`src/rtl/tpss_div_pipe.sv`:
```
// pipelined restoring divider, one quotient bit per stage
module tpss_div_pipe #(
  parameter int Width = 32
) (
  input  logic               clk_i,
  input  logic               en_i,
  input  logic [2*Width-1:0] num_i,
  input  logic [Width-1:0]   den_i,
  output logic [Width-1:0]   quo_o
);

  logic [Width-1:0] rem_q [Width];
  logic [Width-1:0] lo_q  [Width];
  logic [Width-1:0] den_q [Width];

  for (genvar k = 0; k < Width; k++) begin : g_step
    logic [Width-1:0] rem_in, lo_in, den_in;
    logic [Width:0]   trial, diff;
    logic             ge;

    // stage inputs: numerator halves at the head, previous stage elsewhere
    if (k == 0) begin : g_head
      assign rem_in = num_i[2*Width-1:Width];
      assign lo_in  = num_i[Width-1:0];
      assign den_in = den_i;
    end else begin : g_body
      assign rem_in = rem_q[k-1];
      assign lo_in  = lo_q[k-1];
      assign den_in = den_q[k-1];
    end

    // shift in one numerator bit and try the subtract
    assign trial = {rem_in, lo_in[Width-1]};
    assign diff  = trial - {1'b0, den_in};
    assign ge    = (trial >= {1'b0, den_in});

    always_ff @(posedge clk_i) begin
      if (en_i) begin
        rem_q[k] <= ge ? diff[Width-1:0] : trial[Width-1:0];
        lo_q[k]  <= {lo_in[Width-2:0], ge};
        den_q[k] <= den_in;
      end
    end
  end

  assign quo_o = lo_q[Width-1];

endmodule

```
`config.mk`:
```
export PLATFORM = sky130hd
export DESIGN_NAME = tpss_div_pipe
export DESIGN_NICKNAME = d
export VERILOG_FILES = /design/src/rtl/tpss_div_pipe.sv
export SDC_FILE = /design/constraint.sdc
export NUM_CORES = 2
export LEC_CHECK = 0
export BUFFER_PORTS_ARGS = -buffer_cell sky130_fd_sc_hd__buf_2
export CORE_MARGIN = 2
export CORE_UTILIZATION = 40
export DETAILED_ROUTE_END_ITERATION = 6
export GPL_ROUTABILITY_DRIVEN = 1
export PLACE_DENSITY_LB_ADDON = 0.08
export SYNTH_ARGS = -nofsm -noshare
export SYNTH_HDL_FRONTEND = slang
export SYNTH_SLANG_ARGS = --single-unit
```
`constraint.sdc`:
```
create_clock -name clk_i -period 4.6 [get_ports clk_i]
set_input_delay 0 -clock clk_i [delete_from_list [all_inputs] [get_ports clk_i]]
set_output_delay 0 -clock clk_i [all_outputs]
set_load 0.005 [all_outputs]
```
* Yosys cells after proc, flatten, opt, wreduce, memory -nomap -nowiden
Memory sizes are Yosys's and may differ from the RTL's.
Index checks and enable logic that the tools add are counted.
** Storage, ports and cells
- Bits in registers :: 0
- RAM bits :: 3072
- Input bits :: 98
- Output and inout bits :: 32
- Memories :: 3
** Memory list
- den_q :: depth 32, bits a word 32, read ports 31, clocked after memory_dff 0, wr ports 32, RTL line 14 : logic [Width-1:0] den_q [Width];
- lo_q :: depth 32, bits a word 32, read ports 32, clocked after memory_dff 0, wr ports 32, RTL line 13 : logic [Width-1:0] lo_q [Width];
- rem_q :: depth 32, bits a word 32, read ports 31, clocked after memory_dff 0, wr ports 32, RTL line 12 : logic [Width-1:0] rem_q [Width];
** Cells by class
- Add/sub/neg operators :: 32
- Magnitude comparators :: 32
- Mux-type cells :: 34
** Operators by type and width (number)
- $ge 33x32->1 :: 32
- $mux 32 :: 32
- $sub 32x32->32 :: 32
- $mux 1 :: 2

* Longest topological paths before layout
- Depth in word-level cells :: 2
- Gate-level depth with buffers :: 16

* Worst setup path after synthesis
No wires, ideal clock.
- Path kind :: register to register
- From :: mem rem_q[6][2]
- To :: mem rem_q[7][25], data pin
- Setup time :: 0.260 ns
- Data arrival time :: 3.295 ns
- Data required time :: 4.340 ns
- Path slack :: 1.045 ns
- Cell stages (with the launch flop) :: 13
- Cells stage by stage :: edfxtp_1 > ha_1 > a21oi_1 > nor2b_1 > o31a_1 > o21ai_1 > a2111oi_0 > or4b_1 > a41oi_2 > o21ai_2 > a311oi_4 > buf_6 > mux2_2
** RTL lines (RTL line)
- start: declaration :: 12

==> key figures <==
Synth
  • Ys async rst share: 0%
  • Top_reg_cell synth: edfxtp_1
  • Cell count after synthesis: 12729
  • Post-synthesis cell type count: between 100 and 150
  • Sequential area share after synthesis: 58.4%
  • Synthesized area per cell: 12.2 µm²
  • Most frequent cell after synthesis: edfxtp_1
  • Post-Syn Area: roughly 150000 µm²
  • #FFs+latches synth: ~3000
  • Yosys warns: 0
  • Yosys top cell by area: edfxtp_1
  • Share of the synthesized area in the top cell type: roughly 58%
  • Area contributors post-synth: edfxtp_1 58%, ha_1 8.3%, inv_1 3.1%, mux2_2 2.9%, a21oi_1 2.9%
  • EDFF count, synth: 3008
  • Commonest cells post-synth: 3008 x edfxtp_1, 1287 x inv_1, 1024 x ha_1
  • Mapped Nets: about 14000

Routing
  • Drt initial violations: 7035
  • TritonRoute pass-1 iters: 5
  • Avg Vias per Cell: 5.23
  • Vias: 98146
  • Post-route DRC: 0
  • Detail Route Antenna Nets: 0
  • Drt wl/cell: 20.3 µm
  • Final wirelength: 380 mm

Global route
  • Vias in the first global route: 98205
  • Initial antenna violation count: 4
  • First-pass GRT wire length: 583 mm
  • GRT Total Usage: 19.1%
  • Largest net degree at the start of global routing: 159
  • GRT overflow: 0

Floorplan
  • Top-Level Pins: 130
  • Site Rows: 228
  • CORE AREA: 385000 µm²
  • Initial core utilization: 40.2%
  • Die Span Y: 626 µm
  • Die footprint: 392000 µm²
  • Die width: 626 µm

Place
  • HPWL Detailed: 284 mm
  • GPL Wtd Cong: roughly 0.9
  • Cell count after placement: 17890
  • Port Buffers: 129

Worst setup path
  • CP most frequent cell: dlygate4sd3_1
  • Worst Path Max Fanout: 18
  • Worst R2R Path Depth: 13
  • CP Launch Type: input pin
  • Critical Path Max Stage Delay: 560 ps
  • CP max stage cell: dlygate4sd3_1
  • R2R setup slack: 290 ps
  • Reg-to-Reg Start: den_q[6][1]$_DFFE_PP_
  • Buf+Inv Stages, Crit Path: 6
  • CP Capture Type: register
  • Required @ worst endpoint: 5280 ps
  • Crit-path leading delay family: compound AO/OA/AOI/OAI gates
  • Setup CP Type: in -> reg
  • Worst flop-to-flop path endpoint: rem_q[7][4]$_DFFE_PP_
  • Crit path cell chain: dlygate4sd3_1 > buf_2 > dlygate4sd3_1 > inv_1 > ha_1 > nor2b_1 > o21a_1 > o21ai_0 > a21oi_1 > o21ai_1 > o21ai_1 > a31o_2 > a31oi_1 > o31ai_1 > a21oi_4 > buf_12 > mux2_2 > dlygate4sd3_1
  • Data arrival, critical path: 5040 ps

Final layout
  • Non-filler cells, final: 18753
  • Final Net Count: between 10000 and 15000
  • Area Overhead vs Synth: 13.8%
  • Layout cells sized above 1: 9.92%

CTS
  • Clock Path Buffers: 4
  • Htree depth: 5
  • Clk Latency, worst-skew pair: 950 ps
  • CTS clk-pin slew, worst paths: 60 ps
  • Sink Count: 3008
  • TritonCTS Buffers: 350
  • CTS tree: built
  • Clock root buffer: clkbuf_16

Power and ir drop
  • Static leakage: about 71 nW
  • Worst vdd ir: 410 µV
  • Pwr Density: 718 nW/µm²

Run status
  • Status: finished, final reports clean

Timing
  • Final setup viols: 0
  • Setup TNS: 0 ps
  • Fin crit period: 4350 ps
  • RSZ-0062 raised after global routing: false
  • Fin crit share: 94.6%
  • Fmax: 0.230 GHz
  • Tightest Pin Transition: 1220 ps
  • Final Hold Violating Endpoints: 0
  • Max-slew violations: 0
  • Skew final: 49.3 ps
  • Rel. slew slack: 18.7%

Min path
  • Hold worst-path end: lo_q[2][25]$_DFFE_PP_
  • HP Start: en_i
  • Hold crit path type: in -> reg
  • Hold path cells: 2

Run
  • Max-cap violations: 0
cells by family after synthesis:
logic type               Yosys count  synth area share (%)
AO/OA/AOI/OAI                   3192                  12.9
flip-flops                      3008                  58.4
AND/OR/NAND/NOR                 2569                  7.90
buffers and inverters           1589                  3.95
adder cells (fa/ha/maj)         1055                  8.68
XOR/XNOR                         851                  4.81
multiplexers                     465                  3.42
per-layer routing:
| metal | part of all wire (%) | vias up | track usage [%] |
|---|---|---|---|
| met1 | 43 | 47793 | 24.2 |
| li1 | - | 48013 | - |
| met3 | 3.3 | 553 | 1.94 |
| met4 | 2.8 | 0 | 5.47 |
| met2 | 51 | 1787 | 34.2 |
| met5 | 0 | - | 0 |
registers in the layout (all words and copies together), names as in the netlist:
name and count:
lo_q 1024, rem_q 992, den_q 992
power breakdown:
group          total, mW  internal [mW]  switching, mW  leakage [nW]
clock network       27.7           16.3           11.4          5.46
logic               54.4           24.0           30.4          35.7
registers           44.3           39.8           4.54          29.5
what timing repair did:
action	4_1_cts	5_1_grt
hold buffers	224	0
resized for setup	0	2
endpoints found under the setup margin	0	36
endpoints found under the hold margin	851	0
buffers inserted	0	2
layout by cell type (no fill, tap or decap), types with 41 or more instances in the layout:
cell / count
nor2b_1: 164
clkinv_2: 61
buf_2: 128
o21ai_0: 878
a21oi_1: 891
nand2_1: 902
and3_1: 106
a21o_1: 523
buf_4: 120
inv_1: 1287
xnor2_1: 497
buf_12: 41
a211oi_1: 69
dlygate4sd3_1: 224
clkbuf_1: 75
a31oi_1: 101
o31ai_1: 77
ha_1: 1024
o21a_1: 128
mux2_2: 402
nor3_1: 142
o21bai_1: 114
nor2_1: 513
nand2b_1: 140
or2_2: 41
clkinv_1: 48
nand4_1: 152
clkbuf_16: 355
nand3_1: 223
edfxtp_1: 3008
xor2_1: 354
cell type report:
cell class / instances / area (µm²)
multi-input combinational: 8132 / 58600
fill: 35048 / 209000
antenna: 4 / 10.0
clock inverter: 203 / 2180
tap: 5175 / 6470
clock buffer: 430 / 9170
inverter: 1288 / 4830
sequential: 3008 / 90300
timing repair buffer: 513 / 4600
stage by stage:
stage / hold slack [ps] / setup WS, ps / instance area, µm² / utilization (%) / total power [mW]
5_1_grt: 169 / 44.5 / 176000 / 45.7 / 136
3_3_place_gp: 177 / 266 / 163000 / 42.2 / 99.0
6_report: 206 / 248 / 176000 / 45.7 / 126
4_1_cts: 88.9 / 96.0 / 176000 / 45.7 / 128
3_5_place_dp: 178 / 298 / 163000 / 42.2 / 99.2
2_1_floorplan: 98.9 / 1050 / 155000 / - / 83.0
worst max-delay path by stage:
stage                                      from                      to  slack, ps  cells past startpoint
final                                 num_i[31]  rem_q[0][13]$_DFFE_PP_        250                     18
after global routing                  num_i[31]   rem_q[0][2]$_DFFE_PP_         40                     18
after CTS                             num_i[31]  rem_q[0][13]$_DFFE_PP_        100                     18
after detailed placement  rem_q[8][3]$_DFFE_PP_   rem_q[9][5]$_DFFE_PP_        300                     11
after global placement    rem_q[8][4]$_DFFE_PP_   rem_q[9][4]$_DFFE_PP_        270                     11
after floorplan           rem_q[6][2]$_DFFE_PP_  rem_q[7][25]$_DFFE_PP_       1050                     12
(Power assumes the default switching activity.)
